**config.mk**
```make
export PLATFORM = sky130hd
export DESIGN_NAME = rol_ref_mem
export DESIGN_NICKNAME = d
export VERILOG_FILES = /design/src/design/rol_pkg.sv /design/src/design/rol_ref_mem.sv
export SDC_FILE = /design/constraint.sdc
export NUM_CORES = 1
export LEC_CHECK = 0
export BUFFER_PORTS_ARGS = -buffer_cell sky130_fd_sc_hd__buf_2
export CAP_MARGIN = 5
export CELL_PAD_IN_SITES_DETAIL_PLACEMENT = 1
export CELL_PAD_IN_SITES_GLOBAL_PLACEMENT = 1
export CORE_ASPECT_RATIO = 1.2
export CORE_MARGIN = 2
export CORE_UTILIZATION = 42
export CTS_CLUSTER_DIAMETER = 200
export DETAILED_ROUTE_END_ITERATION = 10
export MAX_ROUTING_LAYER = met4
export PLACE_DENSITY = 0.67
export SETUP_SLACK_MARGIN = 0.4
export SKIP_CTS_REPAIR_TIMING = 1
export SYNTH_ARGS = -nofsm -noshare
export SYNTH_HDL_FRONTEND = slang
export SYNTH_SLANG_ARGS = --single-unit
```
**constraint.sdc**
```tcl
create_clock -name clk -period 4.41 [get_ports clk]
set_input_delay 0.2205 -clock clk [delete_from_list [all_inputs] [get_ports clk]]
set_output_delay 0.2205 -clock clk [all_outputs]
set_load 0.01 [all_outputs]
```
**src/design/rol_pkg.sv**
```systemverilog
`default_nettype none

package rol_pkg;

  localparam logic [2:0] OP_PROG_START = 3'd0;
  localparam logic [2:0] OP_SECT_START = 3'd1;
  localparam logic [2:0] OP_SECT_END   = 3'd2;
  localparam logic [2:0] OP_SET_REF    = 3'd3;
  localparam logic [2:0] OP_TEXT_BYTE  = 3'd4;
  localparam logic [2:0] OP_MODIFY     = 3'd5;
  localparam logic [2:0] OP_READ       = 3'd6;

  localparam logic [1:0] SIGN_KEEP = 2'd0;
  localparam logic [1:0] SIGN_ADD  = 2'd1;
  localparam logic [1:0] SIGN_SUB  = 2'd2;

  localparam logic [1:0] STATUS_OK      = 2'd0;
  localparam logic [1:0] STATUS_BAD_ADDR = 2'd1;
  localparam logic [1:0] STATUS_BAD_REF = 2'd2;

  typedef struct packed {
    logic       en;
    logic       we;
    logic [7:0] wdata;
  } byte_req_t;

  typedef struct packed {
    logic        clear;
    logic        en;
    logic        we;
    logic [23:0] wdata;
  } ref_req_t;

endpackage

`default_nettype wire

```
**src/design/rol_ref_mem.sv**
```systemverilog
`default_nettype none

module rol_ref_mem #(
  parameter int REF_ENTRIES = 16
) (
  input  wire                            clk,
  input  wire                            rst,
  input  wire rol_pkg::ref_req_t         req,
  input  wire [$clog2(REF_ENTRIES)-1:0]  addr,
  output logic [23:0]                    rdata
);
  import rol_pkg::*;

  logic [23:0]            mem [REF_ENTRIES];
  logic [REF_ENTRIES-1:0] valid;
  logic [23:0]            rd_word;
  logic                   rd_valid;

  // Entries that have not been set since the last clear read as zero.
  always_ff @(posedge clk) begin
    if (rst) begin
      valid    <= '0;
      rd_valid <= 1'b0;
    end else if (req.clear) begin
      valid <= '0;
    end else if (req.en) begin
      if (req.we) begin
        valid[addr] <= 1'b1;
      end else begin
        rd_valid <= valid[addr];
      end
    end
  end

  always_ff @(posedge clk) begin
    if (req.en) begin
      if (req.we) begin
        mem[addr] <= req.wdata;
      end else begin
        rd_word <= mem[addr];
      end
    end
  end

  assign rdata = rd_valid ? rd_word : 24'd0;

endmodule

`default_nettype wire

```
# ---- Yosys cells after proc, flatten, opt, wreduce, memory -nomap -nowiden
# Memories as Yosys holds them, arrays and structs flattened. A register that Yosys moved wholly into a read port is not among the register bits.
# Cells that the tools add are included.
dict set report word_totals {
  mem_count 1
  register_bits 17
  ramBits 384
  inputBits 33
}
dict set report op_classes {
  n_reduce_logical 5
  bitwise_logic 3
  order_cmp 2
  n_mux 8
}
# name depth word_bits rd rd_ports_with_merged_regs wr line_no
set mem_list {}
lappend mem_list {mem 16 24 1 1 1 rol_ref_mem.sv:14} ;# logic [23:0] mem [REF_ENTRIES];
# cell count
set op_table {}
lappend op_table {{$mux W24} 1}
lappend op_table {{$or A16 B16 Y16} 1}
lappend op_table {{$lt A4 B5 Y1 const B} 1}
lappend op_table {{$mux W1} 5}
lappend op_table {{$bmux W1 S4} 1}
lappend op_table {{$demux W1 S4} 1}
lappend op_table {{$ge A4 B1 Y1 const B} 1}
lappend op_table {{$reduce_and A2 Y1} 2}
lappend op_table {{$reduce_and A3 Y1} 1}
lappend op_table {{$not A1 Y1} 2}
lappend op_table {{$reduce_or A2 Y1} 1}
lappend op_table {{$logic_and A1 B1 Y1} 1}

# ---- Longest topological paths before layout
# Gate-level depths: netlist of run 1.
dict set report logic_depth {
  ltp_word 5
  depth_mapped 7
}

# ---- Worst setup path before layout of run 1
# OpenSTA, ideal clock, no wires.
dict set report synth_timing {
  path_type {input -> register}
  start {input addr[0]}
  end {memory mem[0][0], enable pin}
  arrival_ps 2684
  setup_slack_ps 1289
  cell_stages 4
  t_required_ps 3972
  n_path_buf 2
  cell_sequence {buf_2 buf_2 or3_1 nor3_1}
}
# item line_no
set synth_lines {}
lappend synth_lines {{from (decl)} rol_ref_mem.sv:9} ;# input wire [$clog2(REF_ENTRIES)-1:0] addr,
lappend synth_lines {{to (decl)} rol_ref_mem.sv:14}
# Straight into the memory's write port.

# ---- Worst setup path after layout of run 1
dict set report layout_timing {
  start {input addr[0]}
  end {memory mem[3][17], enable pin}
}
# Straight into the memory's write port.

==> run summary, run 1 <==
Max Slew Vio Count: 0
Post-route DRC: 0
CTS Buf Count: 39
Synth Area in XOR/XNOR: 0%
Reg-to-Reg End: rd_word[7]
Post-synth ARST share: 0%
die footprint: 0.0398 mm2
Layout Cells excl Fill: 1265
CP Capture Type: flip-flop
worst hold margin: 55.2 ps
gr usage total: 19.3%
Setup Skew: 10.4 ps
WHS Path Cells: 4
Inst Count DP: 1192
number of detailed-route iterations in the first pass: 5
RSZ-0062 raised after global routing: no
post-layout util: 48.4%
core area: 0.0378 mm2
routed via count: 7184
Site Rows: 78
Tcrit/Tclk final: 53.6%
net count reported at finish: 787
routed vias/inst: 5.68
first-pass GRT wire length: 53300 um
Die Ht: 218 um
max-capacitance violation count: 0
latest clock arrival within the worst-skew pair: 540 ps
remaining antenna violation count after routing: 0
htree depth: 2
FF+latch count, synth: 425
Worst EP required: 4630 ps
Synth Warn #: 0
startpoint types: input port
Worst-path clk slew: 60 ps
Post-Route WL: 36000 um
Port Buffers: 56
post-synthesis compound-gate area fraction: 0.835%
mux share of post-synthesis cell area: 17.5%
I/O pin cnt: 57
commonest register cell after synthesis: edfxtp_1
CP top delay family: simple AND/OR/NAND/NOR gates
Tot Pwr: 8.06 mW
vias in the first global route: 7892
Critical Path, Cell by Cell: buf_6 -> nand4_1 -> nor3_2 -> buf_4
PwrDens: 441 mW/mm2
CP arrival: 2580 ps
Setup Viol. Count Final: 0
largest cells by area after synthesis: edfxtp_1 76%, mux4_2 17%, dfxtp_1 2.1%, and2_1 0.94%, o21a_1 0.75%
clk sinks: 425
global route total overflow: 0
TritonCTS clock tree: yes
Layout area overhead: 14.1%
CTS root buffer: clkbuf_16
critical path peak fanout: 53
slowest cell on the critical path: nor3_2
Crit Path Class: in -> reg
share of the synthesized area in the top cell type: 76.4%
hold endpoint: rd_valid
EDFF count, synth: 408
clk buf depth: 3
Initial Util: 42.4%
P_leak: 5.80 nW
final hold vios: 0
routed len/inst: 28.5 um
Synth Instances: 661
antenna violations before repair: 2
hpwl dp: 20900 um
worst path bufs/invs: 2
status: finished, final reports clean
initial drt markers: 692
syn_nets: 694
largest family of logic cells by synthesized area: multiplexers
mean post-synth cell area: 24.3 um2
setup slack, reg-to-reg: 2750 ps
largest net degree at the start of global routing: 54
CP max stage delay: 850 ps
total negative slack: 0 ps
R2R depth: 2
worst hold-check path type: in -> reg
Die Wd: 182 um
hold path startpoint: req[26]
simple-gate portion of the synthesized area: 1.97%
Slew HR: 28.2%
post-synth cell types: 24
post-synthesis adder-cell area fraction: 0%
FMAX: 423 MHz
register area share after synthesis: 78.6%
Yosys top cell by area: edfxtp_1
post-layout min period: 2360 ps
synthesized area: 0.0160 mm2
Placer Congestion: 0.753
layout cell share with drive strength beyond 1: 35.6%
VDD IR max: 0.215 mV
Worst Max-Slew Pin Slew: 1080 ps
r2r startpoint: mem[10][7]
[sequential cells by signal, indices dropped and copies added (netlist names)]
| signal | cells |
|---|---|
| mem | 384 |
| rd_valid | 1 |
| rd_word | 24 |
| valid | 16 |
[layer usage]
layer | wire length [um] | GRT usage [%] | share of wire (%)
met5 | 0 | - | 0
met2 | 18800 | 32.5 | 52
met4 | 1300 | 7.72 | 3.6
met3 | 1810 | 3.26 | 5.0
met1 | 14100 | 23.6 | 39
[final cells by class]
type | instances | area [um2]
diodes | 2 | 5.00
repair buffers | 87 | 524
clock buffers | 46 | 1040
flip-flops and latches | 425 | 12600
clock inverters | 24 | 158
well taps | 480 | 601
fillers | 3300 | 19500
multi-input cells | 201 | 3370
[per-stage QoR]
stage / setup slack, ps / area (um2)
after floorplan: 1290 / 16000
after CTS: 1980 / 18300
after global routing: 1900 / 18300
after global placement: 1430 / 17100
final: 2050 / 18300
after detailed placement: 1400 / 17100
[kinds of logic (layout without fill, tap and decap cells)]
group,after synthesis,in the layout
AOI/OAI and AO/OA,18,18
buffers and inverters,35,157
DFF,425,425
muxes,126,126
other,0,2
and+or+nand+nor,57,57
[synth_stat cells (all sizes together) (3+ instances only)]
cell type	instances
edfxtp	408
mux4	123
and2	24
clkbuf	19
dfxtp	17
buf	16
o21a	16
nor2	15
nor3	4
mux2i	3
[worst min-delay path, cell delays in order]
cell and delay, ps:
buf_2 90, nor3b_1 70, nor2_1 90, a311oi_1 60
[layout by cell type, fill, tap and decap left out]
master / n
edfxtp_1: 408
mux4_2: 123
buf_2: 54
clkbuf_16: 41
buf_4: 31
and2_1: 24
dfxtp_1: 17
o21a_1: 16
nor2_4: 12
clkinv_1: 12
clkinv_2: 9
clkbuf_1: 5
nor3_2: 4
nor2_1: 3
mux2i_1: 3
diode_2: 2
nand2b_1: 2
nand2_1: 2
nand4b_1: 2
nor3b_1: 2
bufinv_16: 2
nand4_1: 1
or3_1: 1
nor2b_4: 1
nand3_1: 1
o21ai_0: 1
nand3b_1: 1
or2_1: 1
a311oi_1: 1
clkinvlp_4: 1
dlygate4sd3_1: 1
buf_6: 1
[report_power, final]
group	internal (mW)	leakage (nW)	switching, mW
clock network	1.81	0.594	1.41
registers	4.48	3.82	0.0164
logic	0.154	1.39	0.196
[worst max path at each step]
stage	start	end	slack [ps]	cells past startpoint
2_1_floorplan	addr[0]	mem[0][0]	1290	4
3_3_place_gp	addr[0]	mem[3][20]	1430	4
3_5_place_dp	addr[0]	mem[3][17]	1400	4
4_1_cts	addr[0]	mem[3][17]	1980	4
5_1_grt	addr[0]	mem[3][21]	1900	4
6_report	addr[0]	mem[3][17]	2050	4
(Power assumes the default switching activity.)
==> run 2, diff against run 1 <==
- PLACE_DENSITY: 0.67 -> 0.69
- clock period: 4.41 -> 2.15 ns (I/O delays scaled with it)
==> run summary, run 2 (synthesized netlist as in run 1, its figures left out) <==
status: finished, final reports clean
routed vias/inst: 5.61 (-1.3%)
vias in the first global route: 8160 (+3.4%)
Layout area overhead: 19.1%
hpwl dp: 21300 um (+2.1%)
remaining antenna violation count after routing: 0 (unchanged)
worst path bufs/invs: 2 (unchanged)
Setup Viol. Count Final: 0 (unchanged)
Die Wd: 182 um (unchanged)
gr usage total: 19.1% (-0.29 points)
Site Rows: 78 (unchanged)
core area: 0.0378 mm2 (unchanged)
Max Slew Vio Count: 0 (unchanged)
Slew HR: 54.0% (+26 points)
global route total overflow: 0 (unchanged)
Crit Path Class: reg -> out
Top reg by flops: mem
leading cell types in the layout, fill and taps excluded: 408 x edfxtp_1, 123 x mux4_2, 54 x buf_2
Worst EP required: 2040 ps (-2590 ps)
CTS root buffer: clkbuf_16
RSZ-0062 raised after global routing: no
Layout Cells excl Fill: 1318 (+4.2%)
largest net degree at the start of global routing: 43 (-20%)
first-pass GRT wire length: 53200 um (-0.10%)
Post-Route WL: 35500 um (-1.3%)
Post-route DRC: 0 (unchanged)
CTS Buf Count: 41 (+5.1%)
max-capacitance violation count: 0 (unchanged)
startpoint types: flip-flop
max FFs per register: 384 (unchanged)
CP arrival: 1540 ps (-1040 ps)
number of detailed-route iterations in the first pass: 5 (unchanged)
routed len/inst: 27.0 um (-5.3%)
VDD IR max: 0.617 mV (+190%)
Inst Count DP: 1222 (+2.5%)
post-layout util: 50.5% (+2.1 points)
PnR worst setup slack: 507 ps (-1540 ps)
leading registers by flop count: mem (384), rd_word (24), valid (16)
Placer Congestion: 0.751 (-0.24%)
pre-CTS WS: 27.3 ps (-1380 ps)
Initial Util: 42.4% (unchanged)
Die Ht: 218 um (unchanged)
Worst Max-Slew Pin Slew: 690 ps (-385 ps)
post-layout min period: 1640 ps
Tcrit/Tclk final: 76.4%
latest clock arrival within the worst-skew pair: 530 ps (about the same)
initial drt markers: 663 (-4.2%)
worst hold margin: 38.7 ps (-16.5 ps)
clk sinks: 425 (unchanged)
TritonCTS clock tree: yes
die footprint: 0.0398 mm2 (unchanged)
Worst-path clk slew: 60 ps (about the same)
FMAX: 609 MHz
Filler cells: 3272 (-0.85%)
final hold vios: 0 (unchanged)
net count reported at finish: 844 (+7.2%)
PwrDens: 880 mW/mm2 (+100%)
layout cell share with drive strength beyond 1: 37.0% (+1.4 points)
critical path peak fanout: 24 (-55%)
P_leak: 6.15 nW (+6.0%)
routed via count: 7389 (+2.9%)
I/O pin cnt: 57 (unchanged)
Port Buffers: 56 (unchanged)
Critical Path, Cell by Cell: buf_6 -> and2_1 -> buf_2
slowest cell on the critical path: dfxtp_1
antenna violations before repair: 0 (-2)
htree depth: 2 (unchanged)
total negative slack: 0 ps (unchanged)
worst hold-check path type: in -> reg
Setup Skew: 9.02 ps (-1.41 ps)
Antenna diodes: 0 (-2)
CP max stage delay: 360 ps (-490 ps)
clk buf depth: 3 (unchanged)
CP Capture Type: output pin
CP top delay family: buffers and inverters
most common cell after layout, fill and taps aside: edfxtp_1
## run 2: changes by cell type in the layout (fill, tap and decap cells not counted), sizes merged
cell / delta
clkinvlp: +1
bufinv: +1
buf: +30
dlygate4sd3: +25
clkinv: -5
diode: -2
clkbuf: +3
## run 2: routing by layer
| layer | routed length, um | track usage [%] | vias up |
|---|---|---|---|
| met4 | 991 | 6.67 | 0 |
| met2 | 18300 | 31.5 | 236 |
| met1 | 14500 | 24.4 | 3975 |
| met5 | 0 | - | - |
| met3 | 1750 | 2.81 | 65 |
| li1 | - | - | 3113 |
## run 2: final cells by class
| type | instances | area (um2) | share of cell area [%] |
|---|---|---|---|
| repair buffers | 142 | 1280 | 6.70 |
| clock inverters | 21 | 175 | 0.918 |
| clock buffers | 49 | 1060 | 5.53 |
| flip-flops and latches | 425 | 12600 | 66.0 |
| multi-input cells | 201 | 3380 | 17.7 |
| well taps | 480 | 601 | 3.15 |
## run 2: through the flow
stage / area (um2) / power (mW)
final: 19100 / 16.8
after global routing: 19100 / 17.3
after global placement: 17600 / 10.2
after detailed placement: 17600 / 10.2
after floorplan: 16200 / 9.87
after CTS: 18800 / 16.9
## run 2: report_power, final
group	internal (mW)	switching (mW)
Combinational	0.397	0.429
Sequential	9.19	0.0309
Clock	3.85	2.90
Total	13.4	3.36
## run 2: worst min-delay path: cells and delay by family
kind	cells	cell delay [ps]
AND/OR/NAND/NOR	2	180
buffers and inverters	1	180
AO/OA/AOI/OAI	1	60
## run 2: final timing paths
check                                 start     endpoint  slack, ps  depth (start not counted)
worst min-delay path                req[24]     rd_valid         40                          4
worst min register to register     valid[2]     valid[2]        460                          1
worst max-delay path               rd_valid     rdata[0]        510                          3
worst max register to register  mem[14][18]  rd_word[18]        510                          2
